File: src/sv/sdhc_pkg.sv
// Shared types and constants for the SD host controller register block.
`timescale 1ns / 1ps

package sdhc_pkg;

  // Register byte offsets of the bus-facing register file.
  localparam logic [7:0] ADDR_BLK      = 8'h04;
  localparam logic [7:0] ADDR_ARG      = 8'h08;
  localparam logic [7:0] ADDR_CMD      = 8'h0C;
  localparam logic [7:0] ADDR_RESP0    = 8'h10;
  localparam logic [7:0] ADDR_RESP1    = 8'h14;
  localparam logic [7:0] ADDR_RESP2    = 8'h18;
  localparam logic [7:0] ADDR_RESP3    = 8'h1C;
  localparam logic [7:0] ADDR_DATA     = 8'h20;
  localparam logic [7:0] ADDR_PRESENT  = 8'h24;
  localparam logic [7:0] ADDR_HOST_CTL = 8'h28;
  localparam logic [7:0] ADDR_CLK_CTL  = 8'h2C;
  localparam logic [7:0] ADDR_IRQ_STAT = 8'h30;
  localparam logic [7:0] ADDR_IRQ_EN   = 8'h34;
  localparam logic [7:0] ADDR_IRQ_SIG  = 8'h38;
  localparam logic [7:0] ADDR_RSVD40   = 8'h40;
  localparam logic [7:0] ADDR_VERSION  = 8'hFC;

  // Access kinds.
  localparam logic ACC_READ  = 1'b0;
  localparam logic ACC_WRITE = 1'b1;

  // Configuration register indexes.
  localparam int unsigned CFG_IDX_W = 2;
  localparam logic [CFG_IDX_W-1:0] CFG_CSD0 = 2'd0;
  localparam logic [CFG_IDX_W-1:0] CFG_CSD1 = 2'd1;
  localparam logic [CFG_IDX_W-1:0] CFG_CSD2 = 2'd2;
  localparam logic [CFG_IDX_W-1:0] CFG_CSD3 = 2'd3;

  // Card command indexes.
  localparam logic [5:0] CMD_GO_IDLE   = 6'd0;
  localparam logic [5:0] CMD_ALL_CID   = 6'd2;
  localparam logic [5:0] CMD_SEND_RCA  = 6'd3;
  localparam logic [5:0] CMD_SELECT    = 6'd7;
  localparam logic [5:0] CMD_IF_COND   = 6'd8;
  localparam logic [5:0] CMD_SEND_CSD  = 6'd9;
  localparam logic [5:0] CMD_STATUS    = 6'd13;
  localparam logic [5:0] CMD_BLOCKLEN  = 6'd16;
  localparam logic [5:0] CMD_READ_BLK  = 6'd17;
  localparam logic [5:0] CMD_APP       = 6'd55;
  localparam logic [5:0] ACMD_BUS_WID  = 6'd6;
  localparam logic [5:0] ACMD_OP_COND  = 6'd41;

  // Fixed reply values.
  localparam logic [31:0] PRESENT_STATE = 32'h0003_0800;
  localparam logic [31:0] RCA_REPLY     = 32'h0000_0400;
  localparam logic [31:0] READY_FOR_DAT = 32'h0000_0100;
  localparam logic [31:0] BUS_WID_LOW   = 32'h0000_0120;
  localparam logic [31:0] APP_CMD_REPLY = 32'h0000_0020;
  localparam logic [31:0] OCR_VOLT      = 32'h0030_0000;
  localparam logic [31:0] OCR_CCS       = 32'hC000_0000;
  localparam logic [31:0] OCR_BUSY      = 32'h8000_0000;
  localparam logic [31:0] XFER_STEP     = 32'd4;

  typedef enum logic [3:0] {
    CARD_IDLE = 4'd0,
    CARD_STBY = 4'd3,
    CARD_TRAN = 4'd4
  } card_state_e;

  typedef struct packed {
    logic        cmd;
    logic [7:0]  addr;
    logic [31:0] wdata;
  } in_t;

  typedef struct packed {
    logic [31:0] rdata;
    logic        fetch_valid;
    logic [31:0] fetch_addr;
    logic        error;
  } out_t;

  // Outcome of one command write, from the card reply model.
  typedef struct packed {
    logic              known;
    logic [3:0][31:0]  resp;
    card_state_e       card_state;
    logic              app_pending;
    logic              load_dat_lanes;
    logic [1:0]        dat_lanes;
    logic              load_ptr;
  } card_upd_t;

endpackage

File: src/sv/sdhc_card_model.sv
// Card reply model: decodes one command index and gives the card's response.
`timescale 1ns / 1ps

module sdhc_card_model (
  input  logic [5:0]           idx_i,
  input  logic                 app_pending_i,
  input  sdhc_pkg::card_state_e card_state_i,
  input  logic [31:0]          arg_i,
  input  logic [3:0][31:0]     csd_i,
  output sdhc_pkg::card_upd_t  upd_o
);

  logic [31:0] status_cur;
  logic [31:0] ocr;

  assign status_cur = {19'd0, card_state_i, 9'd0} | sdhc_pkg::READY_FOR_DAT;

  always_comb begin
    ocr = sdhc_pkg::OCR_VOLT | sdhc_pkg::OCR_BUSY;
    if ((arg_i & sdhc_pkg::OCR_VOLT) != 32'd0) begin
      ocr = ocr | sdhc_pkg::OCR_CCS;
    end
  end

  always_comb begin
    upd_o                = '0;
    upd_o.card_state     = card_state_i;
    upd_o.app_pending    = 1'b0;
    upd_o.known          = 1'b1;
    if (app_pending_i) begin
      case (idx_i)
        sdhc_pkg::ACMD_BUS_WID: begin
          upd_o.load_dat_lanes = 1'b1;
          upd_o.dat_lanes      = arg_i[1:0];
          upd_o.resp[0]        = {19'd0, card_state_i, 9'd0} | sdhc_pkg::BUS_WID_LOW;
        end
        sdhc_pkg::ACMD_OP_COND: begin
          upd_o.resp[0] = ocr;
        end
        default: begin
          upd_o.known = 1'b0;
        end
      endcase
    end else begin
      case (idx_i)
        sdhc_pkg::CMD_GO_IDLE: begin
          upd_o.card_state = sdhc_pkg::CARD_IDLE;
        end
        sdhc_pkg::CMD_ALL_CID: begin
        end
        sdhc_pkg::CMD_SEND_RCA: begin
          upd_o.resp[0] = sdhc_pkg::RCA_REPLY;
        end
        sdhc_pkg::CMD_SELECT: begin
          upd_o.card_state = sdhc_pkg::CARD_STBY;
          upd_o.resp[0]    = {19'd0, sdhc_pkg::CARD_STBY, 9'd0} | sdhc_pkg::READY_FOR_DAT;
        end
        sdhc_pkg::CMD_IF_COND: begin
          upd_o.resp[0] = {20'd0, arg_i[11:0]};
        end
        sdhc_pkg::CMD_SEND_CSD: begin
          // The CSD words are stored shifted by one byte, without the CRC.
          upd_o.resp[3] = {csd_i[3][7:0], csd_i[0][31:8]};
          upd_o.resp[2] = {csd_i[0][7:0], csd_i[1][31:8]};
          upd_o.resp[1] = {csd_i[1][7:0], csd_i[2][31:8]};
          upd_o.resp[0] = {csd_i[2][7:0], csd_i[3][31:8]};
        end
        sdhc_pkg::CMD_STATUS: begin
          upd_o.card_state = sdhc_pkg::CARD_TRAN;
          upd_o.resp[0]    = {19'd0, sdhc_pkg::CARD_TRAN, 9'd0} | sdhc_pkg::READY_FOR_DAT;
        end
        sdhc_pkg::CMD_BLOCKLEN: begin
          upd_o.resp[0] = status_cur;
        end
        sdhc_pkg::CMD_READ_BLK: begin
          upd_o.load_ptr = 1'b1;
        end
        sdhc_pkg::CMD_APP: begin
          upd_o.app_pending = 1'b1;
          upd_o.resp[0]     = sdhc_pkg::APP_CMD_REPLY;
        end
        default: begin
          upd_o.known = 1'b0;
        end
      endcase
    end
  end

endmodule

File: src/sv/sd_host_controller_registers.sv
// Top level of the SD host controller register file with card reply model.
//
//   Channel   Direction  Handshake                  Payload
//   in        in         in_valid_i / in_ready_o    in_i  (cmd, addr, wdata)
//   out       out        out_valid_o / out_ready_i  out_o (rdata, fetch_valid,
//                                                          fetch_addr, error)
//   cfg       in         cfg_valid_i / cfg_ready_o  cfg_index_i, cfg_wdata_i
//
// Every bus access is decoded and the register file is updated at the edge
// where its transfer completes, and its result is written into a two-entry
// output buffer at that same edge, visible on out_o in the following cycle
// unless the head entry is stalled. One access per cycle is sustained as
// long as the output side takes results; the second buffer entry absorbs
// one stall; in_ready_o drops only when both entries hold results. Reset is
// asynchronous and active low, clears the whole register file and the CSD
// words, and empties the output buffer. Configuration writes are always taken.
`timescale 1ns / 1ps

module sd_host_controller_registers (
  input  logic                               clk_i,
  input  logic                               rst_ni,
  input  logic                               in_valid_i,
  output logic                               in_ready_o,
  input  sdhc_pkg::in_t                      in_i,
  output logic                               out_valid_o,
  input  logic                               out_ready_i,
  output sdhc_pkg::out_t                     out_o,
  input  logic                               cfg_valid_i,
  output logic                               cfg_ready_o,
  input  logic [sdhc_pkg::CFG_IDX_W-1:0]     cfg_index_i,
  input  logic [31:0]                        cfg_wdata_i
);

  // Card-specific data words, written through the configuration port.
  logic [3:0][31:0] csd_q;

  // Register file state.
  logic [11:0]           blk_size_q, blk_size_d;
  logic [15:0]           blk_count_q, blk_count_d;
  logic [31:0]           cmd_arg_q, cmd_arg_d;
  logic [15:0]           xfer_mode_q, xfer_mode_d;
  logic [15:0]           cmd_word_q, cmd_word_d;
  logic [3:0][31:0]      resp_q, resp_d;
  logic [31:0]           host_ctl_q, host_ctl_d;
  logic [15:0]           clock_ctl_q, clock_ctl_d;
  logic [7:0]            timeout_ctl_q, timeout_ctl_d;
  logic [31:0]           irq_stat_q, irq_stat_d;
  logic [31:0]           irq_en_q, irq_en_d;
  logic [31:0]           irq_sig_q, irq_sig_d;
  sdhc_pkg::card_state_e card_state_q, card_state_d;
  logic                  app_pending_q, app_pending_d;
  logic [1:0]            dat_lanes_q, dat_lanes_d;
  logic [31:0]           xfer_ptr_q, xfer_ptr_d;

  // Output buffer: head entry drives the port, the skid entry holds one more.
  sdhc_pkg::out_t out_q, skid_q, res;
  logic           out_valid_q, skid_valid_q;

  logic                in_fire, out_fire;
  logic [31:0]         cmd_wr_word;
  sdhc_pkg::card_upd_t card_upd;

  assign in_ready_o  = !skid_valid_q;
  assign in_fire     = in_valid_i && in_ready_o;
  assign out_valid_o = out_valid_q;
  assign out_fire    = out_valid_q && out_ready_i;
  assign out_o       = out_q;
  assign cfg_ready_o = 1'b1;

  // The card model only matters on a command register write; its index comes
  // straight from bits 29:24 of the written word.
  assign cmd_wr_word = in_i.wdata;

  sdhc_card_model u_card (
    .idx_i         (cmd_wr_word[29:24]),
    .app_pending_i (app_pending_q),
    .card_state_i  (card_state_q),
    .arg_i         (cmd_arg_q),
    .csd_i         (csd_q),
    .upd_o         (card_upd)
  );

  // Decode of one access: the next register file state and the result item.
  always_comb begin
    blk_size_d    = blk_size_q;
    blk_count_d   = blk_count_q;
    cmd_arg_d     = cmd_arg_q;
    xfer_mode_d   = xfer_mode_q;
    cmd_word_d    = cmd_word_q;
    resp_d        = resp_q;
    host_ctl_d    = host_ctl_q;
    clock_ctl_d   = clock_ctl_q;
    timeout_ctl_d = timeout_ctl_q;
    irq_stat_d    = irq_stat_q;
    irq_en_d      = irq_en_q;
    irq_sig_d     = irq_sig_q;
    card_state_d  = card_state_q;
    app_pending_d = app_pending_q;
    dat_lanes_d   = dat_lanes_q;
    xfer_ptr_d    = xfer_ptr_q;
    res           = '0;

    if (in_i.cmd == sdhc_pkg::ACC_READ) begin
      case (in_i.addr)
        sdhc_pkg::ADDR_BLK:      res.rdata = {blk_count_q, 4'd0, blk_size_q};
        sdhc_pkg::ADDR_RESP0:    res.rdata = resp_q[0];
        sdhc_pkg::ADDR_RESP1:    res.rdata = resp_q[1];
        sdhc_pkg::ADDR_RESP2:    res.rdata = resp_q[2];
        sdhc_pkg::ADDR_RESP3:    res.rdata = resp_q[3];
        sdhc_pkg::ADDR_DATA: begin
          // The data port hands out the card image offset and steps past it.
          res.fetch_valid = 1'b1;
          res.fetch_addr  = xfer_ptr_q;
          xfer_ptr_d      = xfer_ptr_q + sdhc_pkg::XFER_STEP;
        end
        sdhc_pkg::ADDR_PRESENT:  res.rdata = sdhc_pkg::PRESENT_STATE;
        sdhc_pkg::ADDR_HOST_CTL: res.rdata = host_ctl_q;
        sdhc_pkg::ADDR_CLK_CTL:  res.rdata = {8'd0, timeout_ctl_q, clock_ctl_q};
        sdhc_pkg::ADDR_IRQ_STAT: res.rdata = irq_stat_q;
        default: begin
          // Enable, signal, the reserved word and the version word read as zero.
          if (!(in_i.addr inside {sdhc_pkg::ADDR_IRQ_EN, sdhc_pkg::ADDR_IRQ_SIG,
                                  sdhc_pkg::ADDR_RSVD40, sdhc_pkg::ADDR_VERSION})) begin
            res.error = 1'b1;
          end
        end
      endcase
    end else begin
      case (in_i.addr)
        sdhc_pkg::ADDR_BLK: begin
          blk_size_d  = in_i.wdata[11:0];
          blk_count_d = in_i.wdata[31:16];
        end
        sdhc_pkg::ADDR_ARG:      cmd_arg_d = in_i.wdata;
        sdhc_pkg::ADDR_CMD: begin
          // Every command write latches mode and command and replaces the
          // responses with the card model's reply; the app flag is consumed by whatever follows it.
          xfer_mode_d   = in_i.wdata[15:0];
          cmd_word_d    = in_i.wdata[31:16];
          resp_d        = card_upd.resp;
          card_state_d  = card_upd.card_state;
          app_pending_d = card_upd.app_pending;
          if (card_upd.load_dat_lanes) begin
            dat_lanes_d = card_upd.dat_lanes;
          end
          if (card_upd.load_ptr) begin
            xfer_ptr_d = cmd_arg_q;
          end
          if (card_upd.known) begin
            irq_stat_d = irq_stat_q | 32'd3;
          end else begin
            res.error = 1'b1;
          end
        end
        sdhc_pkg::ADDR_HOST_CTL: host_ctl_d = in_i.wdata;
        sdhc_pkg::ADDR_CLK_CTL: begin
          // Clock enable reports clock stable at once.
          clock_ctl_d   = in_i.wdata[15:0] | {14'd0, in_i.wdata[0], 1'b0};
          timeout_ctl_d = in_i.wdata[23:16];
          if (in_i.wdata[24]) begin
            // Controller reset keeps block size, block count and the pointer.
            cmd_arg_d     = '0;
            xfer_mode_d   = '0;
            cmd_word_d    = '0;
            resp_d        = '0;
            host_ctl_d    = '0;
            clock_ctl_d   = '0;
            timeout_ctl_d = '0;
            irq_stat_d    = '0;
            irq_en_d      = '0;
            irq_sig_d     = '0;
            card_state_d  = sdhc_pkg::CARD_IDLE;
            app_pending_d = 1'b0;
            dat_lanes_d   = '0;
          end
        end
        sdhc_pkg::ADDR_IRQ_STAT: irq_stat_d = irq_stat_q & ~in_i.wdata;
        sdhc_pkg::ADDR_IRQ_EN:   irq_en_d   = in_i.wdata;
        sdhc_pkg::ADDR_IRQ_SIG:  irq_sig_d  = in_i.wdata;
        default:                 res.error  = 1'b1;
      endcase
    end
  end

  always_ff @(posedge clk_i or negedge rst_ni) begin
    if (!rst_ni) begin
      blk_size_q    <= '0;
      blk_count_q   <= '0;
      cmd_arg_q     <= '0;
      xfer_mode_q   <= '0;
      cmd_word_q    <= '0;
      resp_q        <= '0;
      host_ctl_q    <= '0;
      clock_ctl_q   <= '0;
      timeout_ctl_q <= '0;
      irq_stat_q    <= '0;
      irq_en_q      <= '0;
      irq_sig_q     <= '0;
      card_state_q  <= sdhc_pkg::CARD_IDLE;
      app_pending_q <= 1'b0;
      dat_lanes_q   <= '0;
      xfer_ptr_q    <= '0;
    end else if (in_fire) begin
      blk_size_q    <= blk_size_d;
      blk_count_q   <= blk_count_d;
      cmd_arg_q     <= cmd_arg_d;
      xfer_mode_q   <= xfer_mode_d;
      cmd_word_q    <= cmd_word_d;
      resp_q        <= resp_d;
      host_ctl_q    <= host_ctl_d;
      clock_ctl_q   <= clock_ctl_d;
      timeout_ctl_q <= timeout_ctl_d;
      irq_stat_q    <= irq_stat_d;
      irq_en_q      <= irq_en_d;
      irq_sig_q     <= irq_sig_d;
      card_state_q  <= card_state_d;
      app_pending_q <= app_pending_d;
      dat_lanes_q   <= dat_lanes_d;
      xfer_ptr_q    <= xfer_ptr_d;
    end
  end

  always_ff @(posedge clk_i or negedge rst_ni) begin
    if (!rst_ni) begin
      csd_q <= '0;
    end else if (cfg_valid_i && cfg_ready_o) begin
      case (cfg_index_i)
        sdhc_pkg::CFG_CSD0: csd_q[0] <= cfg_wdata_i;
        sdhc_pkg::CFG_CSD1: csd_q[1] <= cfg_wdata_i;
        sdhc_pkg::CFG_CSD2: csd_q[2] <= cfg_wdata_i;
        sdhc_pkg::CFG_CSD3: csd_q[3] <= cfg_wdata_i;
        default: ;
      endcase
    end
  end

  // Output buffer control. The skid entry is only ever filled while the head
  // entry is stalled, so it is empty whenever the head is empty.
  always_ff @(posedge clk_i or negedge rst_ni) begin
    if (!rst_ni) begin
      out_valid_q  <= 1'b0;
      skid_valid_q <= 1'b0;
    end else if (out_fire || !out_valid_q) begin
      if (skid_valid_q) begin
        out_valid_q  <= 1'b1;
        skid_valid_q <= in_fire;
      end else begin
        out_valid_q  <= in_fire;
        skid_valid_q <= 1'b0;
      end
    end else if (in_fire) begin
      skid_valid_q <= 1'b1;
    end
  end

  always_ff @(posedge clk_i) begin
    if (out_fire || !out_valid_q) begin
      if (skid_valid_q) begin
        out_q <= skid_q;
        if (in_fire) begin
          skid_q <= res;
        end
      end else if (in_fire) begin
        out_q <= res;
      end
    end else if (in_fire) begin
      skid_q <= res;
    end
  end

  // A held skid entry always sits behind a valid head entry.
  a_skid_behind_head: assert property (@(posedge clk_i) disable iff (!rst_ni)
    skid_valid_q |-> out_valid_q)
    else $error("skid entry valid while head entry empty");

  // A data-port read steps the fetch pointer by one word.
  a_ptr_step: assert property (@(posedge clk_i) disable iff (!rst_ni)
    (in_fire && in_i.cmd == sdhc_pkg::ACC_READ && in_i.addr == sdhc_pkg::ADDR_DATA)
    |=> xfer_ptr_q == $past(xfer_ptr_q) + sdhc_pkg::XFER_STEP)
    else $error("data port pointer did not advance by one word");

  // A controller reset write returns the card to idle and drops the app flag.
  a_ctrl_reset: assert property (@(posedge clk_i) disable iff (!rst_ni)
    (in_fire && in_i.cmd == sdhc_pkg::ACC_WRITE && in_i.addr == sdhc_pkg::ADDR_CLK_CTL
     && in_i.wdata[24])
    |=> (card_state_q == sdhc_pkg::CARD_IDLE && !app_pending_q && irq_stat_q == 32'd0))
    else $error("controller reset left card or interrupt state behind");

  // An accepted access always leaves a valid head entry in the following cycle.
  a_result_follows: assert property (@(posedge clk_i) disable iff (!rst_ni)
    in_fire |=> out_valid_q)
    else $error("accepted access produced no result");

endmodule
File: config.mk
export PLATFORM = sky130hd
export DESIGN_NAME = sd_host_controller_registers
export DESIGN_NICKNAME = d
export VERILOG_FILES = /design/src/sv/sdhc_pkg.sv /design/src/sv/sdhc_card_model.sv /design/src/sv/sd_host_controller_registers.sv
export SDC_FILE = /design/constraint.sdc
export NUM_CORES = 1
export LEC_CHECK = 0
export BUFFER_PORTS_ARGS = -buffer_cell sky130_fd_sc_hd__buf_2
export CAP_MARGIN = 20
export CORE_MARGIN = 10
export CORE_UTILIZATION = 65
export DETAILED_ROUTE_END_ITERATION = 7
export PLACE_DENSITY = 0.84
export SYNTH_ARGS = -nofsm -noshare
export SYNTH_HDL_FRONTEND = slang
export SYNTH_SLANG_ARGS = --single-unit
File: constraint.sdc
create_clock -name clk_i -period 10.1 [get_ports clk_i]
set_clock_uncertainty 0.1 [all_clocks]
set_input_delay 0.505 -clock clk_i [delete_from_list [all_inputs] [get_ports clk_i]]
set_output_delay 0.505 -clock clk_i [all_outputs]
set_load 0.02 [all_outputs]
==> flow_summary.json, run 1 <==
{
  "status": "finished, final reports clean",
  "slew_headroom_pct": 20.5,
  "critPathRequiredTime_ns": 10.48,
  "gp_congestion": 0.964,
  "syn_area_um2": 25000,
  "p_clk_share_pct": 41.7,
  "synth_cell_type_count": 80,
  "drc_errors": 0,
  "cp.arrival_ns": 4.03,
  "clock-sinks": 573,
  "portBuffers": 147,
  "rsz0062_at_grt": "false",
  "grt_use_total_pct": 29.7,
  "dieHeight_um": 216,
  "finalNetCount": 2243,
  "antenna_found_initial": 10,
  "fin_setup_tns_ns": 0,
  "synth-seq-cells": 573,
  "die_x_um": 216,
  "p_int_mw": 3.91,
  "path_max_fanout": 45,
  "synth-async-reset-ratio_pct": 77.0,
  "pre_cts_slack_ns": 5.41,
  "ctsHoldBuffers": 1,
  "synthToLayoutAreaGrowth_pct": 12.5,
  "totalWireLength_um": 70100,
  "vias_per_cell": 6.70,
  "clock.fmax_mhz": 274,
  "numCtsBuffers": 55,
  "grt_max_degree": 111,
  "finalHoldViolations": 0,
  "r2r_start": "skid_valid_q$_DFFE_PN0P_",
  "worst_r2r_path_depth": 6,
  "synth_flop_cell": "dfrtp_1",
  "ir_drop_v": 0.000163,
  "row_count": 71,
  "vias": 18300,
  "worst_pin_slew_ns": 1.18,
  "die_area_um2": 46700,
  "routedWlPerCell_um": 25.7,
  "cts_setup_buffers": 0,
  "final_area_um2": 28100,
  "final_common_cell": "dfrtp_1",
  "clk_latency_ns": 0.61,
  "finalCritPeriodShare_pct": 36.1,
  "grt_pass1_vias": 18200,
  "drive_gt1_share_pct": 24.7,
  "cts_tree": "done",
  "path_clk_slew_ns": 0.07,
  "r2r_setup_slack_ns": 6.60,
  "setup_viol": 0,
  "synth_seq_area_share_pct": 60.0,
  "fin_ws_ns": 6.45,
  "worstSetupPathType": "primary input to flip-flop",
  "ys_warn_count": 0,
  "finalPower_mw": 5.10,
  "synth_nets": 2146,
  "swShare_pct": 23.3,
  "core-area_um2": 37800,
  "dp.cells": 2611,
  "grt.overflow.total": 0,
  "finalMaxSlewViolations": 0,
  "cts_buffer_depth": 3,
  "dp_hpwl_um": 47200,
  "synthCells": 2065,
  "hold_end": "clock_ctl_q[14]$_DFFE_PN0P_",
  "endpoint_kind": "flip-flop",
  "avgSynthCellArea_um2": 12.1,
  "hp-class": "primary input to flip-flop",
  "power.switching_mw": 1.19,
  "h-tree-depth": 2,
  "min_from": "in_i[14]",
  "postPlaceCellArea_um2": 26200,
  "mostFrequentLayoutCells": "dfrtp_1 (441), mux2_2 (228), nand2_1 (228)",
  "synth_edf_count": 132,
  "drt_iter0_markers": 2749,
  "hold_depth": 3,
  "drtAntennaViolNets": 0,
  "r2r-end": "blk_size_q[9]$_DFFE_PN0P_",
  "first_pass_iters": 7,
  "start_util_pct": 66.1,
  "p_leak_nw": 12.1,
  "power_per_cell_area_nw_per_um2": 181,
  "power_frac_comb_pct": 7.3,
  "fin_util_pct": 74.4,
  "maxCapViolCount": 0,
  "finalCriticalPeriod_ns": 3.65,
  "cts_resized": 0,
  "io_pins": 149,
  "power_frac_seq_pct": 51.0,
  "fin_cells": 2725,
  "cts_root_buf": "clkbuf_16",
  "grt_pass1_wl_um": 109000,
  "crit_path_start_kind": "primary input",
  "hold_ws_ns": 0.0639
}
[power groups by stage]
stage / clock network, mW / registers [mW] / logic [mW]
3_5_place_dp: 0 / 2.64 / 0.366
4_1_cts: 2.14 / 2.60 / 0.369
6_report: 2.13 / 2.60 / 0.370
3_3_place_gp: 0 / 2.63 / 0.352
5_1_grt: 2.24 / 2.61 / 0.401
2_1_floorplan: 0 / 2.64 / 0.196
[synth_stat cells (33+ instances only)]
library cell | n | area, µm²
a21oi_1 | 52 | 260
a22o_1 | 118 | 1030
and2_1 | 37 | 231
clkbuf_1 | 111 | 417
dfrtp_1 | 441 | 11000
edfxtp_1 | 132 | 3960
mux2_2 | 228 | 2570
mux2i_1 | 33 | 330
nand2_1 | 228 | 856
nand3_1 | 45 | 225
nor2_1 | 108 | 405
o21ai_0 | 132 | 661
[final cells by class]
cell class,count,area [µm²]
Tap cell,511,639
Clock buffer,87,1730
Timing Repair Buffer,195,1160
Fill cell,2524,9700
Multi-Input combinational cell,1323,9390
Antenna cell,8,20.0
Sequential cell,573,15000
Clock inverter,14,153
Inverter,14,52.6
[how the worst max path moves through the flow]
stage	from	to	slack, ns	depth (start not counted)
after floorplan	out_ready_i	out_o[0]$_DFFE_PP_	5.91	2
after CTS	in_i[34]	resp_q[3]$_DFFE_PN0P_	6.01	8
final	in_i[40]	blk_size_q[9]$_DFFE_PN0P_	6.45	7
after global placement	in_i[37]	resp_q[7]$_DFFE_PN0P_	5.60	8
after detailed placement	in_i[35]	resp_q[7]$_DFFE_PN0P_	5.41	7
after global routing	in_i[40]	blk_size_q[9]$_DFFE_PN0P_	6.37	7
[state kept, by name, summed over array words and instances, names as in the netlist]
signal	cells
csd_q	128
resp_q	128
out_o	66
skid_q	66
cmd_arg_q	32
host_ctl_q	32
irq_stat_q	32
xfer_ptr_q	32
blk_count_q	16
clock_ctl_q	16
blk_size_q	12
timeout_ctl_q	8
card_state_q	2
app_pending_q	1
out_valid_o	1
skid_valid_q	1
[per-layer routing]
layer	global-route usage, %	wire, µm	vias to the layer above
met4	14.1	3270	12
met5	0	73	-
met1	39.6	27300	9094
met3	7.53	7700	217
met2	45.0	31800	1105
li1	-	-	7843
[cells by family (layout without fill, tap and decap cells)]
| kind of cell | Yosys count | after routing | share of synthesized area (%) |
|---|---|---|---|
| simple gates | 548 | 548 | 10.6 |
| other cells | 1 | 9 | 0.0150 |
| xor+xnor | 2 | 2 | 0.0700 |
| compound gates | 508 | 508 | 14.6 |
| mux | 263 | 263 | 11.8 |
| flops | 573 | 573 | 60.0 |
| buf+inv | 169 | 310 | 2.90 |
| fa+ha+maj | 1 | 1 | 0.0500 |
[worst max-delay path, cell delays in order]
cell and delay (ns):
buf_2 0.09, buf_4 0.47, clkinv_1 0.55, nor2_1 0.77, nand3_1 0.80, buf_4 0.50
mux2_2 0.31
No activity file was read; power rests on OpenSTA's default activity.
==> run 2, diff against run 1 <==
Settings changed: CORE_UTILIZATION 65 to 55, PLACE_DENSITY 0.84 to 0.76.
Clock period 10.1 ns to 3.16 ns, I/O delays scaled along.
==> flow_summary.json, run 2 (same netlist as run 1, synthesis figures left out) <==
{
  "fin_util_pct": 64.9,
  "hold_ws_ns": 0.00676,
  "numCtsBuffers": 57,
  "mostFrequentLayoutCells": "dfrtp_1 (441), mux2_2 (228), nand2_1 (228)",
  "ir_drop_v": 0.000466,
  "routedWlPerCell_um": 25.3,
  "io_pins": 149,
  "slew_headroom_pct": 34.7,
  "cts_setup_buffers": 0,
  "drive_gt1_share_pct": 25.5,
  "clk_latency_ns": 0.63,
  "r2r_setup_slack_ns": 0.61,
  "crit_path_start_kind": "primary input",
  "worstSetupPathType": "primary input to flip-flop",
  "synthToLayoutAreaGrowth_pct": 17.2,
  "cp.arrival_ns": 2.97,
  "start_util_pct": 55.4,
  "endpoint_kind": "flip-flop",
  "finalCritPeriodShare_pct": 86.2,
  "pre_cts_slack_ns": -0.164,
  "drtAntennaViolNets": 0,
  "die_x_um": 233,
  "first_pass_iters": 6,
  "portBuffers": 147,
  "antenna_cells": 0,
  "maxCapViolCount": 0,
  "grt_use_total_pct": 27.3,
  "finalHoldViolations": 0,
  "grt_pass1_wl_um": 114000,
  "dieHeight_um": 233,
  "grt.overflow.total": 0,
  "power_per_cell_area_nw_per_um2": 559,
  "finalNetCount": 2361,
  "clock-sinks": 573,
  "row_count": 78,
  "final_area_um2": 29300,
  "finalCriticalPeriod_ns": 2.72,
  "cts_root_buf": "clkbuf_16",
  "grt_pass1_vias": 18400,
  "vias_per_cell": 6.28,
  "grt_max_degree": 99,
  "die_area_um2": 54400,
  "rsz0062_at_grt": "false",
  "hp-class": "primary input to async pin",
  "p_leak_nw": 12.7,
  "setup_viol": 0,
  "antenna_found_initial": 3,
  "reg_top3": "csd_q (128), resp_q (128)",
  "vias": 18400,
  "clock.fmax_mhz": 367,
  "cts_buffer_depth": 3,
  "drt_iter0_markers": 2202,
  "fin_cells": 2922,
  "fin_ws_ns": 0.436,
  "final_common_cell": "dfrtp_1",
  "worst_pin_slew_ns": 0.976,
  "path_clk_slew_ns": 0.06,
  "drc_errors": 0,
  "path_max_fanout": 19,
  "totalWireLength_um": 74100,
  "postPlaceCellArea_um2": 26800,
  "h-tree-depth": 2,
  "critPathRequiredTime_ns": 3.41,
  "dp.cells": 2750,
  "gp_congestion": 0.958,
  "finalMaxSlewViolations": 0,
  "core-area_um2": 45200,
  "cts_tree": "done",
  "status": "finished, final reports clean",
  "dp_hpwl_um": 50700
}
-- run 2: changes by cell type in the layout (fill, tap and decap cells not counted), sizes merged --
| cell | change |
|---|---|
| clkinv | +7 |
| buf | +47 |
| bufinv | +1 |
| clkbuf | -14 |
| clkinvlp | +2 |
| diode | -8 |
| inv | +3 |
| dlygate4sd3 | +70 |
-- run 2: cell type report --
class,count,area [µm²]
timing repair buffer,311,2280
tap,600,751
clock inverter,27,258
clock buffer,74,1590
inverter,14,52.6
fill,3393,15900
multi-input combinational,1323,9380
sequential,573,15000
-- run 2: final timing paths --
path / endpoint / startpoint / depth (start not counted)
max: out_o[37]$_DFFE_PP_ / in_i[35] / 6
min: resp_q[72]$_DFFE_PN0P_ / rst_ni / 2
max reg2reg: xfer_ptr_q[7]$_DFFE_PN0P_ / skid_valid_q$_DFFE_PN0P_ / 5
min reg2reg: xfer_ptr_q[1]$_DFFE_PN0P_ / xfer_ptr_q[1]$_DFFE_PN0P_ / 2
max in group asynchronous: resp_q[50]$_DFFE_PN0P_ / rst_ni / 3
min in group clk_i: skid_q[37]$_DFFE_PP_ / in_i[38] / 5
-- run 2: power by group --
group          internal, mW  total [mW]  switching, mW  leakage, nW
Clock                  3.87        6.75           2.88        0.917
Sequential             8.04        8.31          0.271         7.15
Combinational         0.550        1.31          0.763         4.60
-- run 2: through the flow --
stage	TNS (ns)	power, mW
4_1_cts	0	16.4
3_3_place_gp	-0.215	9.61
6_report	0	16.4
5_1_grt	0	16.9
2_1_floorplan	0	9.05
3_5_place_dp	-0.164	9.68
-- run 2: per-layer routing --
layer / part of all wire (%) / track usage (%) / routed length, µm
met1: 42 / 37.7 / 31200
met2: 46 / 43.0 / 34200
met3: 8.3 / 4.55 / 6150
met4: 3.5 / 9.70 / 2570
met5: 0.016 / 0 / 12
-- run 2: repair_timing --
item	CTS	global route
endpoints found under the hold margin	457	0
hold buffers	71	0
gates resized for setup	0	0
-- run 2: critical path, stage by stage --
cell,delay (ns)
buf_2,0.40
or4b_2,0.81
nor3_1,0.69
o2bb2ai_1,0.18
a22oi_1,0.15
a311oi_1,0.57
==> run 3, diff against run 2 <==
Settings changed: CORE_UTILIZATION 55 to 61, PLACE_DENSITY 0.76 to 0.8.
Clock period 3.16 ns to 3 ns, I/O delays scaled along.
==> flow_summary.json, run 3 (same netlist as run 1, synthesis figures left out) <==
{
  "status": "finished, final reports clean",
  "vias": 18600,
  "final_common_cell": "dfrtp_1",
  "power_per_cell_area_nw_per_um2": 584,
  "endpoint_kind": "flip-flop",
  "r2r_setup_slack_ns": 0.28,
  "startpoint": "in_i[24]",
  "finalMaxSlewViolations": 0,
  "routedWlPerCell_um": 25.7,
  "p_leak_nw": 12.7,
  "slew_headroom_pct": 45.4,
  "totalWireLength_um": 73500,
  "grt_pass1_vias": 18800,
  "finalNetCount": 2366,
  "dp_hpwl_um": 50800,
  "core-area_um2": 40600,
  "gp_congestion": 0.977,
  "io_pins": 149,
  "drt_iter0_markers": 2249,
  "crit_path_start_kind": "primary input",
  "start_util_pct": 61.5,
  "dieHeight_um": 223,
  "row_count": 74,
  "synthToLayoutAreaGrowth_pct": 17.0,
  "nFillCells": 2746,
  "finalHoldViolations": 0,
  "hold_ws_ns": 0.0138,
  "h-tree-depth": 2,
  "clk_latency_ns": 0.62,
  "worstSetupPathType": "primary input to flip-flop",
  "fin_cells": 2864,
  "portBuffers": 147,
  "critPathRequiredTime_ns": 3.23,
  "cp.arrival_ns": 3.09,
  "drc_errors": 0,
  "reg_top3": "csd_q (128), resp_q (128)",
  "drtAntennaViolNets": 0,
  "setup_viol": 0,
  "path_max_fanout": 18,
  "worst_r2r_path_depth": 4,
  "mostFrequentLayoutCells": "dfrtp_1 (441), mux2_2 (228), nand2_1 (228)",
  "fin_setup_tns_ns": 0,
  "crit_end": "out_o[0]$_DFFE_PP_",
  "die_area_um2": 49500,
  "r2r-end": "out_o[0]$_DFFE_PP_",
  "grt_pass1_wl_um": 115000,
  "first_pass_iters": 7,
  "rsz0062_at_grt": "false",
  "drive_gt1_share_pct": 25.5,
  "hp-class": "primary input to async pin",
  "finalCritPeriodShare_pct": 95.1,
  "clock-sinks": 573,
  "grt_max_degree": 120,
  "r2r_start": "app_pending_q$_DFFE_PN0P_",
  "maxCapViolCount": 0,
  "dp.cells": 2690,
  "ir_drop_v": 0.000502,
  "grt_use_total_pct": 29.6,
  "clock.fmax_mhz": 351,
  "numCtsBuffers": 56,
  "worst_pin_slew_ns": 0.819,
  "finalPower_mw": 17.1,
  "path_clk_slew_ns": 0.06,
  "grt.overflow.total": 0,
  "cts_root_buf": "clkbuf_16",
  "die_x_um": 223,
  "finalCriticalPeriod_ns": 2.85,
  "antenna_found_initial": 3,
  "fin_util_pct": 72.0,
  "cts_buffer_depth": 3,
  "vias_per_cell": 6.51,
  "cts_tree": "done"
}
run 3: cell types whose count changed in the layout (fill, tap and decap cells not counted):
cell,delta
buf_12,+1
inv_16,-1
dlygate4sd3_1,-2
clkinv_1,-2
buf_4,+7
clkbuf_1,+10
clkinv_8,+1
clkinv_2,-5
bufinv_16,-2
clkinv_4,+1
diode_2,+1
clkbuf_16,+1
run 3: how the worst min path moves through the flow:
stage	end	slack, ns	depth (start not counted)
after global routing	xfer_ptr_q[22]$_DFFE_PN0P_	0.04	4
after floorplan	app_pending_q$_DFFE_PN0P_	-0.25	0
after CTS	xfer_ptr_q[26]$_DFFE_PN0P_	0.01	4
after detailed placement	csd_q[29]$_DFFE_PN0P_	0.1	1
after global placement	csd_q[119]$_DFFE_PN0P_	0.1	1
final	csd_q[29]$_DFFE_PN0P_	0.01	2
run 3: what timing repair did:
action / CTS / global route
buffers inserted: 0 / 0
resized for setup: 0 / 0
endpoints found under the hold margin: 549 / 0
hold buffers: 69 / 0
run 3: metal layers:
metal | share of wire [%] | track usage, %
met5 | 0.037 | 0
met4 | 3.8 | 11.0
met3 | 9.3 | 6.84
met2 | 47 | 47.1
met1 | 40 | 38.9
run 3: final cells by class:
class | instances | area [µm²] | area share, %
sequential | 573 | 15000 | 51.3
multi-input combinational | 1323 | 9380 | 32.1
timing repair buffer | 317 | 2330 | 7.97
clock buffer | 85 | 1650 | 5.65
tap | 532 | 666 | 2.27
clock inverter | 19 | 170 | 0.582
inverter | 14 | 52.6 | 0.180
antenna | 1 | 2.50 | 0.00855
run 3: critical path: stages:
cell	delay, ns
dlygate4sd3_1	0.54
buf_2	0.29
and2_1	0.27
and4_1	0.27
a2111oi_1	0.76
nor3_1	0.21
o31ai_1	0.59
run 3: power breakdown:
part / leakage, nW / switching, mW / internal [mW] / total, mW
Clock: 0.891 / 2.97 / 3.98 / 6.95
Combinational: 4.64 / 0.796 / 0.585 / 1.38
Sequential: 7.15 / 0.296 / 8.47 / 8.77
run 3: per-stage QoR:
stage          setup WS, ns  area, µm²
2_1_floorplan        0.0468      25000
3_3_place_gp         -0.154      26700
3_5_place_dp         -0.179      26700
4_1_cts               0.206      29300
5_1_grt              0.0747      29300
6_report              0.147      29300
